===== config.mk =====
export PLATFORM = sky130hd
export DESIGN_NAME = dmhtq_ram
export DESIGN_NICKNAME = d
export VERILOG_FILES = /design/src/sv/dmhtq_ram.sv
export SDC_FILE = /design/constraint.sdc
export NUM_CORES = 1
export LEC_CHECK = 0
export ABC_AREA = 1
export BUFFER_PORTS_ARGS = -buffer_cell sky130_fd_sc_hd__buf_2
export CAP_MARGIN = 10
export CORE_UTILIZATION = 30
export CTS_BUF_LIST = sky130_fd_sc_hd__clkbuf_4 sky130_fd_sc_hd__clkbuf_8
export CTS_CLUSTER_DIAMETER = 80
export DETAILED_ROUTE_END_ITERATION = 6
export GPL_TIMING_DRIVEN = 0
export PLACE_DENSITY = 0.42
export SLEW_MARGIN = 20
export SYNTH_ARGS = -nofsm -noshare
export SYNTH_HDL_FRONTEND = slang
export SYNTH_SLANG_ARGS = --single-unit

===== constraint.sdc =====
create_clock -name clk -period 1.5 [get_ports clk]
set_input_delay 0.3 -clock clk [delete_from_list [all_inputs] [get_ports clk]]
set_output_delay 0.3 -clock clk [all_outputs]
set_load 0.05 [all_outputs]

===== src/sv/dmhtq_ram.sv =====
`timescale 1ns / 1ps
// ---------------------------------------------------------------------------
// dmhtq_ram
// Generic simple dual-port RAM: one write port, one read port with
// registered read data.
// ---------------------------------------------------------------------------
module dmhtq_ram #(
	parameter int WIDTH = 8,
	parameter int DEPTH = 16
) (
	input  logic                     clk,
	input  logic                     we,
	input  logic [$clog2(DEPTH)-1:0] waddr,
	input  logic [WIDTH-1:0]         wdata,
	input  logic [$clog2(DEPTH)-1:0] raddr,
	output logic [WIDTH-1:0]         rdata
);

	logic [WIDTH-1:0] mem_q [DEPTH];
	logic [WIDTH-1:0] rdata_q;

	always_ff @(posedge clk) begin
		if (we) begin
			mem_q[waddr] <= wdata;
		end
		rdata_q <= mem_q[raddr];
	end

	assign rdata = rdata_q;

endmodule


**Word-level counts from Yosys, hierarchy flattened**

Memory sizes are Yosys's and may differ from the RTL's. A register that Yosys moved wholly into a read port is not among the register bits.
Cells that the tools add are included.

- Flip-flop bits (word level): 0
- Bits in writable memories: 128
- Output and inout bits: 8
- Word-level logic and storage cells: 3
- Memories kept: 1

Memory list:

| memory | depth | bits a word | read ports | clocked after memory_dff | write ports | RTL line | RTL |
|---|---|---|---|---|---|---|---|
| mem_q | 16 | 8 | 1 | 1 | 1 | 19 | `logic [WIDTH-1:0] mem_q [DEPTH];` |

- Multiplexer cells: 2

Operators with widths:

| operator | number |
|---|---|
| $mux 1 | 2 |

**Logic depth before layout (Yosys ltp)**

Gate-level depths: netlist of the first run.

- Depth in word-level cells: 2
- Mapped depth: 8
- Gate-level depth less buffers: 7

**Worst setup path before layout of the first run**

No wires, ideal clock.

- Path kind: input-to-reg
- From: input waddr[2]
- To: memory mem_q[10][0], enable pin
- Library setup time: 0.370 ns
- Data arrival time: 0.881 ns
- Required time: 1.130 ns
- Path slack: 0.249 ns
- Stages: 2
- Path through: nand3b_1 > nor2_1

RTL lines:

| item | RTL line | RTL |
|---|---|---|
| start: declaration | 13 | `input logic [$clog2(DEPTH)-1:0] waddr,` |
| end: declaration | 19 |  |

No word-level cell before the write port.

**Worst setup path in the final report of the first run**

- From: input waddr[3]
- To: memory mem_q[6][4], enable pin

No word-level cell before the write port.

==> impl_metrics.ini, run 1 <==
[setup_path]
end_kind = flip-flop
cp.required_ns = 1.56
cpPeakStageDelay_ns = 0.92
cp_data_arrival_time_ns = 1.59
critPathSlowestCell = nor2_1
crit_fanout = 8
crit_type = in2reg
path_cells = buf_2 -> nand3b_1 -> nor2_1
start_kind = input port

[yosys]
syn_area_mm2 = 0.00577
postSynthNetCount = 569
yosys.area.top_type = edfxtp_1
synth_seq_cells = 136
yosysSeqAreaShare_pct = 69.4
yosys_warnings = 0
avgSynthCellArea_um2 = 10.5
syn_inst = 551
ys_types = 12
yosys-top-cells-area = edfxtp_1 67%, nand2_1 11%, nand3_1 8.4%
yosysTopAreaCellShare_pct = 66.7

[timing]
clock.fmax_mhz = 656
maxSlewViolCount = 0
setup_slack_ns = -0.0239
rsz0062_at_grt = yes
timing.final.crit_share_pct = 102
skew_ns = 0.00890
hold_slack_ns = 0.260
slew_headroom_pct = 21.4
setup_viol = 13
hold_violations = 0
finalCriticalPeriod_ns = 1.52
worst_pin_slew_ns = 1.18

[die]
fp.coreArea_mm2 = 0.0188
die_w_um = 141
die_area_mm2 = 0.0198
chipHeight_um = 141
start_util_pct = 30.7
io_pins = 26
rows = 50

[finish]
fin_nets = 610
fillers = 1900
syn2layout_area_growth_pct = 13.9
multi_input_area_mm2 = 0.00121
final_common_cell = nand2_1
fin_util_pct = 35.0
diodes = 0
final_layout_size_suffix_gt1_share_pct = 12.9
ff_latch_area_mm2 = 0.00400
final_cell_mix = 173 x nand2_1, 128 x edfxtp_1, 100 x inv_1

[placed_design]
io_buffers = 22
gp_congestion = 0.828
dp_hpwl_um = 10000

[global_route]
grt_max_degree = 17
grt_usage_pct = 16.6
antenna_found_initial = 0
overflow = 0
grt_pass1_wl_um = 22900
grt_pass1_vias = 3584

[route]
drt_iter0_markers = 275
drt_wl_total_um = 15500
first_pass_iters = 5
antenna_left = 0
remaining_drc_errors = 0
via_per_inst = 4.53
vias = 3794
routedWlPerCell_um = 18.4

[clocking]
post_cts_buffers = 0
cts_made_buffers = 17
ctsLongestPathBuffers = 2
clock_latency_ns = 0.45
path_clk_slew_ns = 0.07
cts_num_sinks = 136
cts_resized = 0
cts_hold_buffers = 0
htreeDepth = 4
cts_root_buf = clkbuf_8
cts_tree = built

[power]
finalPower_mw = 7.97
ir_drop_v = 0.000510
p_per_area_mw_per_mm2 = 1210
power_leakage_nw = 2.80

[status]
outcome = complete, but fails checks
violations = negative setup slack

[flow_run]
maxCapViolCount = 0

[hold_path]
min_path_type = in2reg
==> kinds of logic (layout without fill, tap and decap cells) <==
group                  Yosys count  after routing  share of synthesized area, %
AND/OR/NAND/NOR                289            289                          21.0
flip-flops                     136            136                          69.4
buffers and inverters          126            179                          9.52
==> critical path: cells and delay by family <==
family                 cells  cell delay (ns)
buffers and inverters      1             0.12
and+or+nand+nor            2             1.16
==> metal layers <==
layer / part of all wire [%] / up-vias / global-route usage, %
li1: - / 1850 / -
met1: 47 / 1813 / 23.1
met2: 46 / 113 / 25.7
met3: 5.0 / 18 / 3.33
met4: 1.7 / 0 / 5.95
met5: 0 / - / 0
==> sequential cells by signal, indices dropped and copies added (netlist names) <==
name	cells
mem_q	128
rdata	8
==> cell usage after synthesis, drive strengths merged <==
cell / instances
nand3b: 2
dfxtp: 8
nor2: 17
inv: 102
edfxtp: 128
nand3: 97
nand2: 173
buf: 24
==> through the flow <==
stage / TNS [ns] / std cells / setup WS [ns] / instance area (um2)
6_report: -0.165 / 838 / -0.0239 / 6570
5_1_grt: -0.137 / 838 / -0.0203 / 6570
4_1_cts: 0 / 838 / 0.0693 / 6570
3_5_place_dp: -34.91 / 807 / -0.421 / 6170
3_3_place_gp: -33.11 / 807 / -0.443 / 6170
2_1_floorplan: 0 / 551 / 0.249 / 5770
==> area by class of cell <==
type	instances	share of cell area, %
Inverter	102	5.83
Tap cell	234	4.46
Sequential cell	136	61.0
Buffer	24	2.53
Clock inverter	13	2.38
Multi-Input combinational cell	289	18.5
Timing Repair Buffer	22	1.68
Clock buffer	18	3.68
==> where the power goes <==
part           switching, mW  internal (mW)  total [mW]
combinational          0.488          0.163       0.652
clock                   1.42           1.64        3.06
sequential            0.0199           4.24        4.26
total                   1.93           6.04        7.97
==> worst paths after layout <==
kind                 from           to  slack, ns  cells past startpoint
min              wdata[1]  mem_q[4][1]       0.26                      1
min reg2reg  mem_q[15][1]     rdata[1]       0.71                      6
max reg2reg   mem_q[0][4]     rdata[4]       0.43                      6
max              waddr[3]  mem_q[6][4]      -0.02                      3
(Power assumes the default switching activity.)
==> inputs of run 2 (changes only) <==
- CORE_UTILIZATION: 30 -> 35
- PLACE_DENSITY: 0.42 -> 0.47
- clock period: 1.5 -> 1.43 ns (I/O delays scaled with it)
==> impl_metrics.ini, run 2 (synthesis gave the netlist of run 1 again) <==
[status]
outcome = completed

[finish]
final_layout_size_suffix_gt1_share_pct = 12.9
final_common_cell = nand2_1
top_register = mem_q
diodes = 0
fin_util_pct = 40.6
fillers = 1648
syn2layout_area_growth_pct = 12.6
final_cell_mix = 173 x nand2_1, 128 x edfxtp_1, 100 x inv_1
fin_nets = 610
final_cell_area_mm2 = 0.00650
largest_register_ffs = 128

[die]
rows = 46
die_w_um = 130
start_util_pct = 36.0
io_pins = 26
fp.coreArea_mm2 = 0.0160
chipHeight_um = 130
die_area_mm2 = 0.0170

[setup_path]
path_delay_family = simple AND/OR/NAND/NOR gates
path_cells = buf_2 -> nand3b_1 -> nor2_1
crit_fanout = 8
cp_data_arrival_time_ns = 1.45
crit_type = in2reg
end_kind = flip-flop
reg2reg_depth = 6
regToRegSetupSlack_ns = 0.37
start_kind = input port
cpPeakStageDelay_ns = 0.76
crit_buf_inv = 1
cp.required_ns = 1.50
critPathSlowestCell = nor2_1
cp_num_cells = 3

[timing]
clock.fmax_mhz = 721
timing.final.crit_share_pct = 97.0
hold_violations = 0
finalCriticalPeriod_ns = 1.39
hold_slack_ns = 0.270
skew_ns = 0.0104
maxSlewViolCount = 0
rsz0062_at_grt = no
worst_pin_slew_ns = 0.935
setup_slack_ns = 0.0424
slew_headroom_pct = 37.5
setup_viol = 0

[clocking]
cts_tree = built
cts_made_buffers = 17
cts_num_sinks = 136
htreeDepth = 4
clock_latency_ns = 0.44
ctsLongestPathBuffers = 2
cts_root_buf = clkbuf_8
path_clk_slew_ns = 0.07

[power]
finalPower_mw = 7.99
power_leakage_nw = 2.79
p_per_area_mw_per_mm2 = 1230
ir_drop_v = 0.000538

[route]
drt_wl_total_um = 14800
remaining_drc_errors = 0
antenna_left = 0
vias = 3758
routedWlPerCell_um = 18.0
drt_iter0_markers = 372
via_per_inst = 4.58
first_pass_iters = 5

[placed_design]
gp_congestion = 0.802
placed_area_mm2 = 0.00615
pre_cts_ws_ns = -0.441
dp_hpwl_um = 9650
io_buffers = 22

[flow_run]
maxCapViolCount = 0

[global_route]
antenna_found_initial = 0
grt_pass1_vias = 3666
grt_pass1_wl_um = 22300
grt_usage_pct = 19.3
overflow = 0
grt_max_degree = 17

[hold_path]
min_path_type = in2reg
hold_depth = 1
run 2: area by class of cell:
cell class              instances  area, um2  share of cell area (%)
inverters                     102        383                    5.89
plain buffers                  24        166                    2.56
multi-input cells             289       1220                    18.7
clock buffers                  21        264                    4.06
well taps                     216        270                    4.16
repair buffers                 22        110                    1.69
clock inverters                11       82.6                    1.27
flip-flops and latches        136       4000                    61.6
run 2: routing by layer:
metal	vias up	GRT usage, %	part of all wire [%]
li1	1852	-	-
met1	1788	26.9	48
met2	97	29.5	46
met3	21	3.65	4.0
met4	0	8.52	2.5
met5	-	0	0
run 2: report_power, final:
group / switching, mW / internal [mW] / leakage (nW)
clock: 1.43 / 1.42 / 0.182
combinational: 0.508 / 0.172 / 1.39
sequential: 0.0207 / 4.45 / 1.22
run 2: repair_timing:
| action | 4_1_cts | 5_1_grt |
|---|---|---|
| resized for setup | 0 | 1 |
| buffers inserted | 0 | 0 |
| setup endpoints to repair | 0 | 8 |
| hold buffers | 0 | 0 |
run 2: worst paths after layout:
check / endpoint / start
setup / recovery: mem_q[4][4] / waddr[3]
setup reg to reg: rdata[0] / mem_q[2][0]
hold / removal: mem_q[1][1] / wdata[1]
hold reg to reg: rdata[4] / mem_q[6][4]
run 2: worst register-to-register path, delay by kind of cell (launching register included):
kind	cells	cell delay (ns)
flip-flops	1	0.37
AND/OR/NAND/NOR	6	0.57
run 2: through the flow:
stage / std cells / TNS, ns
6_report: 821 / 0
3_5_place_dp: 789 / -38.61
5_1_grt: 821 / 0
3_3_place_gp: 789 / -37.02
4_1_cts: 821 / 0
2_1_floorplan: 551 / 0
==> inputs of run 3 (changes only) <==
- CORE_UTILIZATION: 35 -> 63
- MAX_ROUTING_LAYER: not set -> met4
- PLACE_DENSITY: 0.47 -> 0.78
==> impl_metrics.ini, run 3 (synthesis gave the netlist of run 1 again) <==
[die]
die_w_um = 97.7
fp.coreArea_mm2 = 0.00881
io_pins = 26
start_util_pct = 65.5
rows = 34
die_area_mm2 = 0.00954
chipHeight_um = 97.7

[flow_run]
maxCapViolCount = 0

[placed_design]
pre_cts_ws_ns = -0.374
placed_area_mm2 = 0.00601
dp_hpwl_um = 8970
gp_congestion = 0.907
dp_cells = 681
io_buffers = 22

[route]
wl_met2_um = 6280
drt_iter0_markers = 596
antenna_left = 0
via_per_inst = 5.70
routedWlPerCell_um = 19.2
top_layer_used = met4
drt-met1-wl_um = 5340
remaining_drc_errors = 2
route.met3.wl_um = 1580
vias = 4063
drt_wl_total_um = 13700
first_pass_iters = 7

[timing]
maxSlewViolCount = 0
slew_headroom_pct = 28.5
hold_violations = 0
skew_ns = 0.00991
finalCriticalPeriod_ns = 1.43
timing.final.crit_share_pct = 100
clock.fmax_mhz = 699
setup_slack_ns = -0.000973
worst_pin_slew_ns = 1.07
rsz0062_at_grt = no
setup_viol = 1

[power]
seq_power_share_pct = 53.3
internal_power_mw = 6.35
ir_drop_v = 0.000880
p_per_area_mw_per_mm2 = 1310
power_leakage_nw = 2.81
pwr-share-clk_pct = 38.7
p_comb_share_pct = 8.0
switching_share_pct = 24.3
netSwitchingPower_mw = 2.04

[global_route]
grt_pass1_wl_um = 21600
antenna_found_initial = 0
overflow = 0
grt_usage_pct = 32.3
grt_pass1_vias = 4083
grt_max_degree = 17

[finish]
top_register = mem_q
stdcell_count = 713
final_common_cell = nand2_1
final_cell_area_mm2 = 0.00643
multi_input_area_mm2 = 0.00122
fin_util_pct = 73.0
final_cell_mix = 173 x nand2_1, 128 x edfxtp_1, 100 x inv_1
syn2layout_area_growth_pct = 11.4
ff_latch_area_mm2 = 0.00400
fillers = 612
largest_register_ffs = 128
fin_nets = 610
diodes = 0
final_layout_size_suffix_gt1_share_pct = 13.1

[clocking]
cts_hold_buffers = 0
cts_resized = 0
cts_root_buf = clkbuf_8
clock_latency_ns = 0.43
ctsLongestPathBuffers = 2
cts_num_sinks = 136
path_clk_slew_ns = 0.08
htreeDepth = 4
cts_tree = built
post_cts_buffers = 0
cts_made_buffers = 17

[hold_path]
min_path_type = in2reg

[status]
outcome = complete, but fails checks
violations = design-rule violations, negative setup slack

[setup_path]
crit_type = in2reg
cp_data_arrival_time_ns = 1.48
crit_fanout = 8
cp.required_ns = 1.48
start_kind = input port
end_kind = flip-flop
==> run 3: changes by cell type in the layout (fill, tap and decap cells not counted) <==
cell and delta:
clkbuf_4 -4, clkinv_4 +3, clkinv_1 -1, clkinvlp_4 +2, clkinv_2 -4, inv_6 +2
bufinv_16 +2
==> run 3: path summary, 6_finish.rpt <==
kind	depth (start not counted)	startpoint	slack, ns	endpoint
min	1	wdata[5]	0.26	mem_q[5][5]
max	4	waddr[1]	-0.001	mem_q[13][7]
min reg2reg	6	mem_q[10][2]	0.68	rdata[2]
max reg2reg	6	mem_q[8][1]	0.41	rdata[1]
==> run 3: power groups by stage <==
stage               combinational (mW)  sequential, mW  clock, mW
finish                           0.669            4.47       3.25
global route                     0.717            4.48       3.42
CTS                              0.657            4.47       3.25
detailed placement               0.654            4.56          0
global placement                 0.634            4.56          0
floorplan                        0.314            4.65          0
==> run 3: layout make-up <==
type	instances	share of cell area, %
plain buffers	24	2.59
clock buffers	17	3.64
clock inverters	15	2.76
multi-input cells	289	18.9
flip-flops and latches	136	62.3
inverters	102	5.96
repair buffers	22	1.71
well taps	108	2.10
==> run 3: critical path, cell delays in order <==
cell and delay [ns]:
buf_2 0.12, inv_1 0.08, nand2_1 0.14, nor2_1 0.85
==> run 3: routing by layer <==
| layer | vias to the layer above | track usage [%] |
|---|---|---|
| li1 | 1858 | - |
| met5 | - | - |
| met3 | 41 | 6.76 |
| met1 | 1881 | 42.9 |
| met4 | 0 | 15.2 |
| met2 | 283 | 48.4 |
==> run 3: metrics by stage <==
step | setup TNS, ns | power [mW] | hold WS (ns)
after floorplan | 0 | 4.97 | 0.385
final | -0.000973 | 8.39 | 0.265
after global placement | -23.94 | 5.19 | 0.680
after CTS | 0 | 8.38 | 0.251
after global routing | 0 | 8.62 | 0.252
after detailed placement | -29.90 | 5.22 | 0.673
